===== src/sv/amsd_pkg.sv =====
`default_nettype none
// ----------------------------------------------------------------------------
// amsd_pkg
// Shared types and constants for the accelerometer magnitude stillness
// detector: field widths, scaling constants and the state machine encodings.
// ----------------------------------------------------------------------------
package amsd_pkg;

	// field widths
	localparam int AXIS_W = 16;
	localparam int SUM_W  = 32;
	localparam int ROOT_W = 16;
	localparam int MAG_W  = 12;
	localparam int PROD_W = 26;

	// milli-g scaling: mg = (root * 1000) >> 14
	localparam logic [PROD_W-1:0] MG_PER_G  = PROD_W'(1000);
	localparam int                LSB_SHIFT = 14;

	// largest magnitude in milli-g (all axes at full negative scale)
	localparam logic [MAG_W-1:0] MG_MAX = MAG_W'(3464);

	// threshold after reset
	localparam logic [MAG_W-1:0] THRESH_RESET = MAG_W'(50);

	// first trial bit of the square root, highest even bit of the sum
	localparam logic [SUM_W-1:0] ROOT_BIT0 = 32'h4000_0000;

	// index of the last axis in the squaring pass
	localparam logic [1:0] AXIS_LAST = 2'd2;

	// front state machine
	typedef enum logic [2:0] {
		F_IDLE,
		F_SQUARE,
		F_ROOT,
		F_SCALE,
		F_PUSH
	} front_state_t;

	// back state machine
	typedef enum logic [1:0] {
		B_IDLE,
		B_SCAN,
		B_DRAIN,
		B_EMIT
	} back_state_t;

	// status of the magnitude queue as seen by its two sides
	typedef struct packed {
		logic full;
		logic empty;
	} mq_status_t;

endpackage : amsd_pkg
`default_nettype wire


===== src/sv/amsd_ram.sv =====
`default_nettype none
// ----------------------------------------------------------------------------
// amsd_ram
// Generic single write port, single read port RAM with registered read data.
// ----------------------------------------------------------------------------
module amsd_ram #(
	parameter int WIDTH = 12,
	parameter int DEPTH = 16
) (
	input  wire logic                     clk,
	input  wire logic                     wr_en,
	input  wire logic [$clog2(DEPTH)-1:0] wr_addr,
	input  wire logic [WIDTH-1:0]         wr_data,
	input  wire logic                     rd_en,
	input  wire logic [$clog2(DEPTH)-1:0] rd_addr,
	output logic      [WIDTH-1:0]         rd_data
);

	logic [WIDTH-1:0] mem_q [DEPTH];

	// write port
	always_ff @(posedge clk) begin
		if (wr_en) begin
			mem_q[wr_addr] <= wr_data;
		end
	end

	// registered read port
	always_ff @(posedge clk) begin
		if (rd_en) begin
			rd_data <= mem_q[rd_addr];
		end
	end

endmodule : amsd_ram
`default_nettype wire


===== src/sv/amsd_front.sv =====
`default_nettype none
// ----------------------------------------------------------------------------
// amsd_front
// Accepts one sample, squares and sums the three axes on one multiplier,
// takes the floor square root one result bit per cycle, scales to milli-g
// and pushes the magnitude into the queue toward the back end.
// ----------------------------------------------------------------------------
module amsd_front import amsd_pkg::*; (
	input  wire logic                     clk,
	input  wire logic                     arst_n,
	input  wire logic                     push,
	output logic                          full,
	input  wire logic signed [AXIS_W-1:0] accel_x,
	input  wire logic signed [AXIS_W-1:0] accel_y,
	input  wire logic signed [AXIS_W-1:0] accel_z,
	input  wire mq_status_t               mq_stat,
	output logic                          mq_push,
	output logic      [MAG_W-1:0]         mq_data
);

	front_state_t state_q, state_d;

	logic signed [AXIS_W-1:0] ax_q, ay_q, az_q;
	logic [1:0]               axis_cnt_q;
	logic [SUM_W-1:0]         sum_q;
	logic [SUM_W-1:0]         sq;
	logic [SUM_W-1:0]         sum_d;
	logic [SUM_W-1:0]         rem_q;
	logic [SUM_W-1:0]         res_q;
	logic [SUM_W-1:0]         bit_q;
	logic [SUM_W-1:0]         trial;
	logic [PROD_W-1:0]        prod;
	logic [MAG_W-1:0]         mg_q;
	logic                     accept;

	assign accept = push && !full;

	// one square per cycle, added to the running sum
	assign sq    = $unsigned(SUM_W'(ax_q) * SUM_W'(ax_q));
	assign sum_d = sum_q + sq;

	// square root trial value
	assign trial = res_q + bit_q;

	// milli-g scaling
	assign prod = PROD_W'(res_q[ROOT_W-1:0]) * MG_PER_G;

	// next state
	always_comb begin
		state_d = state_q;
		unique case (state_q)
			F_IDLE:   if (accept) state_d = F_SQUARE;
			F_SQUARE: if (axis_cnt_q == AXIS_LAST) state_d = F_ROOT;
			F_ROOT:   if (bit_q[0]) state_d = F_SCALE;
			F_SCALE:  state_d = F_PUSH;
			F_PUSH:   if (!mq_stat.full) state_d = F_IDLE;
			default:  state_d = F_IDLE;
		endcase
	end

	// outputs
	always_comb begin
		full    = 1'b1;
		mq_push = 1'b0;
		unique case (state_q)
			F_IDLE:  full = 1'b0;
			F_PUSH:  mq_push = !mq_stat.full;
			default: ;
		endcase
	end

	assign mq_data = mg_q;

	always_ff @(posedge clk or negedge arst_n) begin
		if (!arst_n) begin
			state_q    <= F_IDLE;
			axis_cnt_q <= '0;
		end else begin
			state_q <= state_d;
			if (accept) begin
				axis_cnt_q <= '0;
			end else if (state_q == F_SQUARE) begin
				axis_cnt_q <= axis_cnt_q + 2'd1;
			end
		end
	end

	// datapath registers
	always_ff @(posedge clk) begin
		if (accept) begin
			ax_q  <= accel_x;
			ay_q  <= accel_y;
			az_q  <= accel_z;
			sum_q <= '0;
		end
		// squaring pass: shift the axes through the multiplier
		if (state_q == F_SQUARE) begin
			ax_q  <= ay_q;
			ay_q  <= az_q;
			sum_q <= sum_d;
			if (axis_cnt_q == AXIS_LAST) begin
				rem_q <= sum_d;
				res_q <= '0;
				bit_q <= ROOT_BIT0;
			end
		end
		// restoring square root, one result bit per cycle
		if (state_q == F_ROOT) begin
			if (rem_q >= trial) begin
				rem_q <= rem_q - trial;
				res_q <= (res_q >> 1) + bit_q;
			end else begin
				res_q <= res_q >> 1;
			end
			bit_q <= bit_q >> 2;
		end
		if (state_q == F_SCALE) begin
			mg_q <= prod[LSB_SHIFT +: MAG_W];
		end
	end

	// assertions
	a_root_bit_onehot: assert property (@(posedge clk) disable iff (!arst_n)
		state_q == F_ROOT |-> $onehot(bit_q))
		else $error("square root trial bit is not one-hot");

	a_mg_in_range: assert property (@(posedge clk) disable iff (!arst_n)
		state_q == F_PUSH |-> mg_q <= MG_MAX)
		else $error("scaled magnitude above full-scale value");

	a_push_after_scale: assert property (@(posedge clk) disable iff (!arst_n)
		$rose(state_q == F_PUSH) |-> $past(state_q) == F_SCALE)
		else $error("magnitude pushed without scaling");

endmodule : amsd_front
`default_nettype wire


===== src/sv/amsd_queue.sv =====
`default_nettype none
// ----------------------------------------------------------------------------
// amsd_queue
// Two-entry queue of scaled magnitudes between the front and back ends.
// ----------------------------------------------------------------------------
module amsd_queue import amsd_pkg::*; (
	input  wire logic             clk,
	input  wire logic             arst_n,
	input  wire logic             push,
	input  wire logic [MAG_W-1:0] push_data,
	input  wire logic             pop,
	output logic      [MAG_W-1:0] pop_data,
	output mq_status_t            stat
);

	logic [MAG_W-1:0] data_q [2];
	logic             wr_ptr_q;
	logic             rd_ptr_q;
	logic [1:0]       count_q;
	logic             do_push;
	logic             do_pop;

	assign stat.full  = count_q == 2'd2;
	assign stat.empty = count_q == 2'd0;
	assign do_push    = push && !stat.full;
	assign do_pop     = pop && !stat.empty;
	assign pop_data   = data_q[rd_ptr_q];

	// pointers and fill level
	always_ff @(posedge clk or negedge arst_n) begin
		if (!arst_n) begin
			wr_ptr_q <= 1'b0;
			rd_ptr_q <= 1'b0;
			count_q  <= '0;
		end else begin
			if (do_push) wr_ptr_q <= !wr_ptr_q;
			if (do_pop)  rd_ptr_q <= !rd_ptr_q;
			if (do_push && !do_pop) begin
				count_q <= count_q + 2'd1;
			end else if (do_pop && !do_push) begin
				count_q <= count_q - 2'd1;
			end
		end
	end

	// storage
	always_ff @(posedge clk) begin
		if (do_push) begin
			data_q[wr_ptr_q] <= push_data;
		end
	end

	a_count_bound: assert property (@(posedge clk) disable iff (!arst_n)
		count_q != 2'd3)
		else $error("queue fill level out of range");

	a_ptr_level: assert property (@(posedge clk) disable iff (!arst_n)
		count_q == 2'd1 |-> wr_ptr_q != rd_ptr_q)
		else $error("queue pointers disagree with fill level");

	a_ptr_empty: assert property (@(posedge clk) disable iff (!arst_n)
		(count_q == 2'd0 || count_q == 2'd2) |-> wr_ptr_q == rd_ptr_q)
		else $error("queue pointers disagree with fill level");

endmodule : amsd_queue
`default_nettype wire


===== src/sv/amsd_back.sv =====
`default_nettype none
// ----------------------------------------------------------------------------
// amsd_back
// Writes each magnitude into the ring window, scans the window once it has
// filled for its minimum and maximum, and holds the stillness flag in an
// output register until it is popped.
// ----------------------------------------------------------------------------
module amsd_back import amsd_pkg::*; #(
	parameter int WINDOW_DEPTH = 16
) (
	input  wire logic             clk,
	input  wire logic             arst_n,
	input  wire mq_status_t       mq_stat,
	input  wire logic [MAG_W-1:0] mq_data,
	output logic                  mq_pop,
	input  wire logic [MAG_W-1:0] thresh,
	output logic                  empty,
	input  wire logic             pop,
	output logic                  is_still
);

	localparam int AW = $clog2(WINDOW_DEPTH);
	localparam int CW = $clog2(WINDOW_DEPTH + 1);
	localparam logic [AW-1:0] LAST_SLOT = AW'(WINDOW_DEPTH - 1);
	localparam logic [CW-1:0] FULL_CNT  = CW'(WINDOW_DEPTH);

	back_state_t state_q, state_d;

	logic [AW-1:0]    slot_q;
	logic [CW-1:0]    fill_q;
	logic [CW-1:0]    fill_d;
	logic [AW-1:0]    scan_idx_q;
	logic             rd_vld_s1;
	logic             rd_first_s1;
	logic [MAG_W-1:0] rd_data;
	logic [MAG_W-1:0] lo_q;
	logic [MAG_W-1:0] hi_q;
	logic             out_vld_q;
	logic             out_still_q;
	logic             ram_rd_en;
	logic             win_full;
	logic             still;
	logic             load_out;

	// window fill level after this write
	assign fill_d   = (fill_q == FULL_CNT) ? fill_q : fill_q + CW'(1);
	assign win_full = fill_q == FULL_CNT;
	assign still    = win_full && ((hi_q - lo_q) <= thresh);

	// next state
	always_comb begin
		state_d = state_q;
		unique case (state_q)
			B_IDLE:  if (!mq_stat.empty) state_d = (fill_d == FULL_CNT) ? B_SCAN : B_EMIT;
			B_SCAN:  if (scan_idx_q == LAST_SLOT) state_d = B_DRAIN;
			B_DRAIN: state_d = B_EMIT;
			B_EMIT:  if (!out_vld_q) state_d = B_IDLE;
			default: state_d = B_IDLE;
		endcase
	end

	// outputs
	always_comb begin
		mq_pop    = 1'b0;
		ram_rd_en = 1'b0;
		load_out  = 1'b0;
		unique case (state_q)
			B_IDLE:  mq_pop = !mq_stat.empty;
			B_SCAN:  ram_rd_en = 1'b1;
			B_EMIT:  load_out = !out_vld_q;
			default: ;
		endcase
	end

	// magnitude window
	amsd_ram #(
		.WIDTH (MAG_W),
		.DEPTH (WINDOW_DEPTH)
	) u_window (
		.clk     (clk),
		.wr_en   (mq_pop),
		.wr_addr (slot_q),
		.wr_data (mq_data),
		.rd_en   (ram_rd_en),
		.rd_addr (scan_idx_q),
		.rd_data (rd_data)
	);

	// control registers
	always_ff @(posedge clk or negedge arst_n) begin
		if (!arst_n) begin
			state_q     <= B_IDLE;
			slot_q      <= '0;
			fill_q      <= '0;
			scan_idx_q  <= '0;
			rd_vld_s1   <= 1'b0;
			rd_first_s1 <= 1'b0;
			out_vld_q   <= 1'b0;
		end else begin
			state_q     <= state_d;
			rd_vld_s1   <= ram_rd_en;
			rd_first_s1 <= scan_idx_q == '0;
			if (mq_pop) begin
				slot_q     <= (slot_q == LAST_SLOT) ? '0 : slot_q + AW'(1);
				fill_q     <= fill_d;
				scan_idx_q <= '0;
			end else if (ram_rd_en) begin
				scan_idx_q <= (scan_idx_q == LAST_SLOT) ? '0 : scan_idx_q + AW'(1);
			end
			if (load_out) begin
				out_vld_q <= 1'b1;
			end else if (pop && out_vld_q) begin
				out_vld_q <= 1'b0;
			end
		end
	end

	// running minimum and maximum over the scan
	always_ff @(posedge clk) begin
		if (rd_vld_s1) begin
			if (rd_first_s1 || rd_data < lo_q) lo_q <= rd_data;
			if (rd_first_s1 || rd_data > hi_q) hi_q <= rd_data;
		end
		if (load_out) begin
			out_still_q <= still;
		end
	end

	assign empty    = !out_vld_q;
	assign is_still = out_still_q;

	// assertions
	a_still_needs_full: assert property (@(posedge clk) disable iff (!arst_n)
		out_vld_q && out_still_q |-> win_full)
		else $error("stillness reported before window filled");

	a_scan_needs_full: assert property (@(posedge clk) disable iff (!arst_n)
		state_q == B_SCAN |-> win_full)
		else $error("window scanned before it filled");

	a_fill_bound: assert property (@(posedge clk) disable iff (!arst_n)
		fill_q <= FULL_CNT)
		else $error("fill count above window depth");

	a_range_order: assert property (@(posedge clk) disable iff (!arst_n)
		state_q == B_EMIT && win_full |-> lo_q <= hi_q)
		else $error("window minimum above maximum");

endmodule : amsd_back
`default_nettype wire


===== src/sv/accel_magnitude_stillness_detector_core.sv =====
`default_nettype none
// ----------------------------------------------------------------------------
// accel_magnitude_stillness_detector_core
// Stillness detector on the range of recent accelerometer magnitudes.
// ----------------------------------------------------------------------------
// Usage:
//   Input queue side: drive accel_x/y/z and raise push while full is low; the
//   sample is taken on that edge. Result queue side: while empty is low,
//   is_still holds the oldest flag; raise pop to take it.
//   Configuration: cfg_data is the stillness threshold in milli-g, written
//   when cfg_valid is high (cfg_ready is always high). Write only while idle.
// Timing:
//   Front end: an accept step, squaring of the three axes on one shared
//   multiplier, a square root resolving one result bit per step, and scale
//   and push steps; a new sample is taken only once the last is pushed.
//   Back end: a window write, then once the window is full a scan of
//   every window slot over the window RAM read port, a drain and an emit.
//   When pop keeps up, the rate is set by the slower of the square root
//   loop and the window scan.
//   Reset clears the window fill count and sets the threshold to 50 mg.
//   If pop stays low, one result waits in the output register, one more
//   waits in the back end, two magnitudes wait in the inner queue and one
//   in the front end, and then full stays high.
// ----------------------------------------------------------------------------
module accel_magnitude_stillness_detector_core import amsd_pkg::*; #(
	parameter int WINDOW_DEPTH = 16
) (
	input  wire logic                     clk,
	input  wire logic                     arst_n,
	input  wire logic                     push,
	output logic                          full,
	input  wire logic signed [AXIS_W-1:0] accel_x,
	input  wire logic signed [AXIS_W-1:0] accel_y,
	input  wire logic signed [AXIS_W-1:0] accel_z,
	output logic                          empty,
	input  wire logic                     pop,
	output logic                          is_still,
	input  wire logic                     cfg_valid,
	output logic                          cfg_ready,
	input  wire logic [MAG_W-1:0]         cfg_data
);

	mq_status_t       mq_stat;
	logic             mq_push;
	logic [MAG_W-1:0] mq_push_data;
	logic             mq_pop;
	logic [MAG_W-1:0] mq_pop_data;
	logic [MAG_W-1:0] thresh_q;

	// threshold register
	assign cfg_ready = 1'b1;

	always_ff @(posedge clk or negedge arst_n) begin
		if (!arst_n) begin
			thresh_q <= THRESH_RESET;
		end else if (cfg_valid && cfg_ready) begin
			thresh_q <= cfg_data;
		end
	end

	// magnitude front end
	amsd_front u_front (
		.clk     (clk),
		.arst_n  (arst_n),
		.push    (push),
		.full    (full),
		.accel_x (accel_x),
		.accel_y (accel_y),
		.accel_z (accel_z),
		.mq_stat (mq_stat),
		.mq_push (mq_push),
		.mq_data (mq_push_data)
	);

	// queue between front and back
	amsd_queue u_queue (
		.clk       (clk),
		.arst_n    (arst_n),
		.push      (mq_push),
		.push_data (mq_push_data),
		.pop       (mq_pop),
		.pop_data  (mq_pop_data),
		.stat      (mq_stat)
	);

	// window back end
	amsd_back #(
		.WINDOW_DEPTH (WINDOW_DEPTH)
	) u_back (
		.clk      (clk),
		.arst_n   (arst_n),
		.mq_stat  (mq_stat),
		.mq_data  (mq_pop_data),
		.mq_pop   (mq_pop),
		.thresh   (thresh_q),
		.empty    (empty),
		.pop      (pop),
		.is_still (is_still)
	);

endmodule : accel_magnitude_stillness_detector_core
`default_nettype wire


===== config.mk =====
export PLATFORM = sky130hd
export DESIGN_NAME = accel_magnitude_stillness_detector_core
export DESIGN_NICKNAME = d
export VERILOG_FILES = /design/src/sv/amsd_pkg.sv /design/src/sv/amsd_ram.sv /design/src/sv/amsd_front.sv /design/src/sv/amsd_queue.sv /design/src/sv/amsd_back.sv /design/src/sv/accel_magnitude_stillness_detector_core.sv
export SDC_FILE = /design/constraint.sdc
export NUM_CORES = 2
export LEC_CHECK = 0
export BUFFER_PORTS_ARGS = -buffer_cell sky130_fd_sc_hd__buf_2
export CORE_MARGIN = 4
export CORE_UTILIZATION = 60
export CTS_BUF_LIST = sky130_fd_sc_hd__clkbuf_16
export CTS_CLUSTER_SIZE = 10
export DETAILED_ROUTE_END_ITERATION = 10
export GPL_TIMING_DRIVEN = 1
export PLACE_DENSITY = 0.77
export SETUP_SLACK_MARGIN = 0.2
export SLEW_MARGIN = 20
export SYNTH_ARGS = -nofsm -noshare
export SYNTH_HDL_FRONTEND = slang
export SYNTH_SLANG_ARGS = --single-unit

===== constraint.sdc =====
create_clock -name clk -period 12.31 [get_ports clk]
set_clock_uncertainty 0.1 [all_clocks]
set_input_delay 2.462 -clock clk [delete_from_list [all_inputs] [get_ports clk]]
set_output_delay 2.462 -clock clk [all_outputs]
set_load 0.05 [all_outputs]

== Word level (Yosys, flattened, before mapping) ==
Memories as Yosys holds them, arrays and structs flattened. A register that Yosys moved wholly into a read port is not among the register bits.
Cells that the tools add are included.

* Bits in writable memories: 216
* Word-level logic and storage cells: 144
* Bits in registers: 251
* Memories: 2

* Equal/unequal tests: 20
* Multiplexer cells: 47
* Reductions and logical operators: 32
* $lt $le $gt $ge: 4
* Add/subtract/negate cells: 11
* Multipliers: 2

{| class="wikitable"
|+ Memory list
! memory !! words !! width !! rd ports !! clocked after memory_dff !! wr ports !! line !! source
|-
| u_back.u_window.mem_q || 16 || 12 || 1 || 1 || 1 || amsd_ram.sv:19 || <nowiki>logic [WIDTH-1:0] mem_q [DEPTH];</nowiki>
|-
| u_queue.data_q || 2 || 12 || 1 || 0 || 1 || amsd_queue.sv:16 || <nowiki>logic [MAG_W-1:0] data_q [2];</nowiki>
|}

{| class="wikitable"
|+ Operator list
! kind !! number
|-
| $mux 32 || 10
|-
| $mux 16 || 4
|-
| $mux 30 || 2
|-
| $add 31x31->32 || 1
|-
| $add 32x31->32 || 1
|-
| $add 32x32->32 || 1
|-
| $ge 32x32->1 || 1
|-
| $mul 16x16->32 || 1
|-
| $sub 32x32->32 || 1
|-
| $mux 29 || 1
|-
| $mul 16x7->23 const B || 1
|-
| $mux 2 || 8
|-
| $mux 4 || 4
|-
| $pmux 3 s5 || 1
|-
| $gt 12x12->1 || 1
|-
| $le 12x12->1 || 1
|-
| $lt 12x12->1 || 1
|-
| $mux 3 || 4
|-
| $reduce_bool 2->1 || 6
|-
| $sub 12x12->12 || 1
|-
| $mux 1 || 11
|-
| $eq 5x5->1 const B || 2
|-
| $add 4x1->4 const B || 2
|-
| $eq 2x2->1 const B || 4
|-
| 21 further kinds || 46
|}

== Logic depth before layout (Yosys ltp) ==
* Word-level depth: 8
* Depth in mapped cells: 25

== Cells and area by module ==
A second synthesis with hierarchy kept.

* Cell total of the unflattened synthesis: 3048
* Area, all modules: 34991.1 um2

{| class="wikitable"
|+ Modules (own cells, without submodules)
! module !! times used !! area an instance (um2) !! cells each !! seq. area each (um2)
|-
| amsd_front || 1 || 22597.9 || 2330 || 4959.8
|-
| amsd_ram || 1 || 7719.9 || 329 || 6125.9
|-
| amsd_back || 1 || 3074.2 || 306 || 1201.2
|-
| amsd_queue || 1 || 1099.8 || 56 || 820.8
|-
| accel_magnitude_stillness_detector_core || 1 || 499.2 || 27 || 304.0
|}

== Worst setup path before layout ==
Ideal clock, no wire load.

* Path type: input to register
* Start point: input port push
* End point: register u_front.ax_q[0] (enable)
* Data arrival time: 7.008 ns
* Stages: 2
* Setup time: 0.575 ns
* Slack: 4.626 ns
* Path buffers: 0
* Path through: inv_1 -> o21ai_0

* Word-level cells in the longest chain between the ends: 2

{| class="wikitable"
|+ Ends and longest elaborated chain
! item !! line !! source
|-
| from (decl) || accel_magnitude_stillness_detector_core.sv:30 || <nowiki>input wire logic push,</nowiki>
|-
| $logic_and 1x1->1 || amsd_front.sv:36 || <nowiki>assign accept = push && !full;</nowiki>
|-
| $reduce_bool 2->1 (no line) || n/a ||
|-
| to (signal assigned) || amsd_front.sv:91 || <nowiki>ax_q <= accel_x;</nowiki>
|-
| to (signal assigned) || amsd_front.sv:98 || <nowiki>ax_q <= ay_q;</nowiki>
|-
| to (decl) || amsd_front.sv:23 || <nowiki>logic signed [AXIS_W-1:0] ax_q, ay_q, az_q;</nowiki>
|}

No other way between the ends.
A chain may end at the register's enable or synchronous reset.

== Final worst setup path ==
* Start point: register u_front.ax_q[15]
* End point: register u_front.rem_q[30]

* Word-level cells in the longest chain between the ends: 6

{| class="wikitable"
|+ Ends and longest elaborated chain
! item !! line !! source
|-
| $mul 16x16->32 * || amsd_front.sv:39 || <nowiki>assign sq = $unsigned(SUM_W'(ax_q) * SUM_W'(ax_q));</nowiki>
|-
| $add 32x32->32 * || amsd_front.sv:40 || <nowiki>assign sum_d = sum_q + sq;</nowiki>
|-
| $mux 32 * || amsd_front.sv:101 || <nowiki>if (axis_cnt_q == AXIS_LAST) begin</nowiki>
|-
| $mux 32 * || amsd_front.sv:97 || <nowiki>if (state_q == F_SQUARE) begin</nowiki>
|-
| $mux 32 || amsd_front.sv:109 || <nowiki>if (rem_q >= trial) begin</nowiki>
|-
| $mux 32 * || amsd_front.sv:108 || <nowiki>if (state_q == F_ROOT) begin</nowiki>
|-
| to (signal assigned) || amsd_front.sv:102 || <nowiki>rem_q <= sum_d;</nowiki>
|-
| to (signal assigned) || amsd_front.sv:110 || <nowiki>rem_q <= rem_q - trial;</nowiki>
|-
| to (decl) || amsd_front.sv:28 || <nowiki>logic [SUM_W-1:0] rem_q;</nowiki>
|}

Mark *: on every way between the ends. The rest lies on a longest branch, timed or not.

==> run metrics <==
Layout area overhead 7.88%; core outline area 57700 um2; Initial Util 60.6%; Hold Path Sink u_queue.data_q[0][1]$_DFFE_PP_; final hold viol count 0; Die Width 249 um; vias in the first global route 24163; number of synthesized flops with an enable pin 392; Hold Path Class register to register; RSZ-0062 raised after global routing no; Max Fclk 131 MHz; placer congestion estimate 0.932; Final nets 3785; number of cells on the worst hold path 0; Crit path required time 12.76 ns; Final TNS setup 0 ns; Post-Syn Area 35000 um2; Final Non-Filler Cells 3915; initial antenna violation count 2; leading area contributor after synthesis edfxtp_1; maxcap violations 0; worst r2r src u_front.ax_q[15]$_DFFE_PP_; GRT Overall Usage 25.3%; clk buf depth 3; number of H-tree levels 2; drt wl/cell 19.8 um; post-CTS setup buffer count 0; Setup Viol. Count Final 0; DP Area 36000 um2; die area 62200 um2; Seq/Total Area, Yosys 38.4%; highest net fanout along the worst path 16; Syn Area/Cell 11.4 um2; R2R depth 22; final worst-path cycle share 62.0%; Num CTS Buffers 56; CP arrival 8.08 ns; status completed; reg2reg end u_front.rem_q[30]$_DFF_P_; R2R Setup Slk 4.68 ns; Ports 69; Yosys warnings 0; Synth top area share 33.7%; DR pass1 iterations 7; CP startpoint u_front.ax_q[15]$_DFFE_PP_; Rows 88; Cells after Synth 3059; number of gates resized after cts 0; Setup Crit Path Kind register to register; first-pass GRT wire length 127000 um; crit path capture type register; via count 22913; Yosys cell types 88; Synthesized Nets 3734; Post-route DRC 0; Yosys reg bits 464; CTS Hold Buffers Added 0; Startpoint Class register; antenna-violating nets left 0; Final Slew Violations 0; drt total wl 77400 um; fraction of layout cells with a size suffix above 1 9.05%; clock latency at the later pin of the worst-skew pair 0.65 ns; cell area after layout 37700 um2; total grt overflow 0; Tmin final 7.63 ns; Reg clk slew, reported paths 0.07 ns; Placed Cells 3817; asr flop ratio synth 8.41%; min-delay src u_front.mq_data[1]$_DFFE_PP_; HPWL after DPL 57000 um; DIE HEIGHT 249 um; Top FF cell, synth edfxtp_1; max_slew headroom 28.7%; largest net degree at the start of global routing 65; vias per cell 5.85; measured slew at the worst slew-check pin 1.07 ns; top post-synthesis cells by area edfxtp_1, fa_1, ha_1; Root Buffer clkbuf_16; clk sink count 464; CTS tree yes; DRT iter0 DRCs 1914; number of port buffers 67
## Yosys cell counts, types with 33 or more instances
master and instances:
ha_1 291, xnor2_1 96, fa_1 319, xor2_1 57
mux4_2 60, and2_1 76, a31oi_1 35, inv_1 485
a21o_1 37, nor2_1 163, clkbuf_1 63, a21oi_1 99
edfxtp_1 392, dfrtp_1 36, dfxtp_1 33, o21ai_0 86
nand3_1 35, nand2_1 298
## kinds of logic (layout without fill, tap and decap cells)
logic type      Yosys count  after routing  synth area share [%]
simple gates            724            724                  9.58
fa+ha+maj               610            610                  28.7
buf+inv                 575            665                  6.31
flops                   464            464                  38.4
compound gates          442            442                  8.43
xor+xnor                153            153                  3.83
mux                      90             90                  4.77
other cells               1              2                0.0107
## cell type report
| type | instances | area [um2] |
|---|---|---|
| Fill cell | 4320 | 20000 |
| Multi-Input combinational cell | 2020 | 19400 |
| Sequential cell | 464 | 13400 |
| Inverter | 486 | 1820 |
| Clock buffer | 56 | 1400 |
| Tap cell | 765 | 957 |
| Timing Repair Buffer | 82 | 452 |
| Clock inverter | 41 | 275 |
| Antenna cell | 1 | 2.50 |
## placed cells by master, fill, tap and decap left out, types with 34 or more instances in the layout
cell type,instances
mux4_2,60
ha_1,291
o21ai_0,85
xnor2_1,96
xor2_1,57
fa_1,319
buf_2,67
inv_1,510
edfxtp_1,392
and2_1,76
nor2_1,160
a31oi_1,35
a21o_1,37
nand2_1,296
dfrtp_1,34
nand3_1,34
a21oi_1,99
clkbuf_16,56
## through the flow
step                      hold slack (ns)  setup WS, ns  utilization [%]
after global placement              0.329          4.95             62.4
after global routing                0.358          4.29             65.4
after floorplan                     0.321          4.63                -
final                               0.343          4.68             65.4
after CTS                           0.342          4.82             65.3
after detailed placement            0.330          4.80             62.4
## worst max-delay path, stage by stage, from the launching register on
cell	delay, ns
edfxtp_1	0.66
inv_1	0.53
nor2_1	0.18
fa_1	0.71
inv_1	0.11
fa_1	0.55
inv_1	0.29
fa_1	0.50
fa_1	0.51
fa_1	0.49
inv_1	0.05
fa_1	0.47
inv_1	0.04
ha_1	0.34
nand4_1	0.20
nor3_1	0.12
nand2_1	0.09
nor3_1	0.06
o41ai_1	0.78
o21ai_1	0.21
xnor2_1	0.18
or2_2	0.27
a31oi_1	0.12
## layer usage
layer	vias to the layer above	track usage [%]	wire length (um)
li1	10500	-	-
met1	11518	34.9	32500
met5	-	0	0
met4	0	7.04	2120
met3	133	4.93	5310
met2	762	41.8	37500
## worst max path at each step
stage | end | slack [ns]
after floorplan | u_front.ax_q[0]$_DFFE_PP_ | 4.63
after global placement | u_front.rem_q[30]$_DFF_P_ | 4.95
after detailed placement | u_front.rem_q[30]$_DFF_P_ | 4.80
after CTS | u_front.rem_q[30]$_DFF_P_ | 4.82
after global routing | u_front.rem_q[30]$_DFF_P_ | 4.29
final | u_front.rem_q[30]$_DFF_P_ | 4.68
## state kept, by name, indices dropped and copies added (netlist names), 5 cells and up
| name | flops |
|---|---|
| u_front.sum_q | 32 |
| u_back.u_window.mem_q | 192 |
| u_front.res_q | 32 |
| u_back.fill_q | 5 |
| u_front.az_q | 16 |
| u_front.bit_q | 16 |
| thresh_q | 12 |
| u_back.lo_q | 12 |
| u_back.u_window.rd_data | 12 |
| u_front.mq_data | 12 |
| u_front.ay_q | 16 |
| u_front.rem_q | 32 |
| u_front.ax_q | 16 |
| u_queue.data_q | 24 |
| u_back.hi_q | 12 |
Power is not shown: default switching activity piles up to over one toggle a cycle in this logic, so the estimate is an artifact.
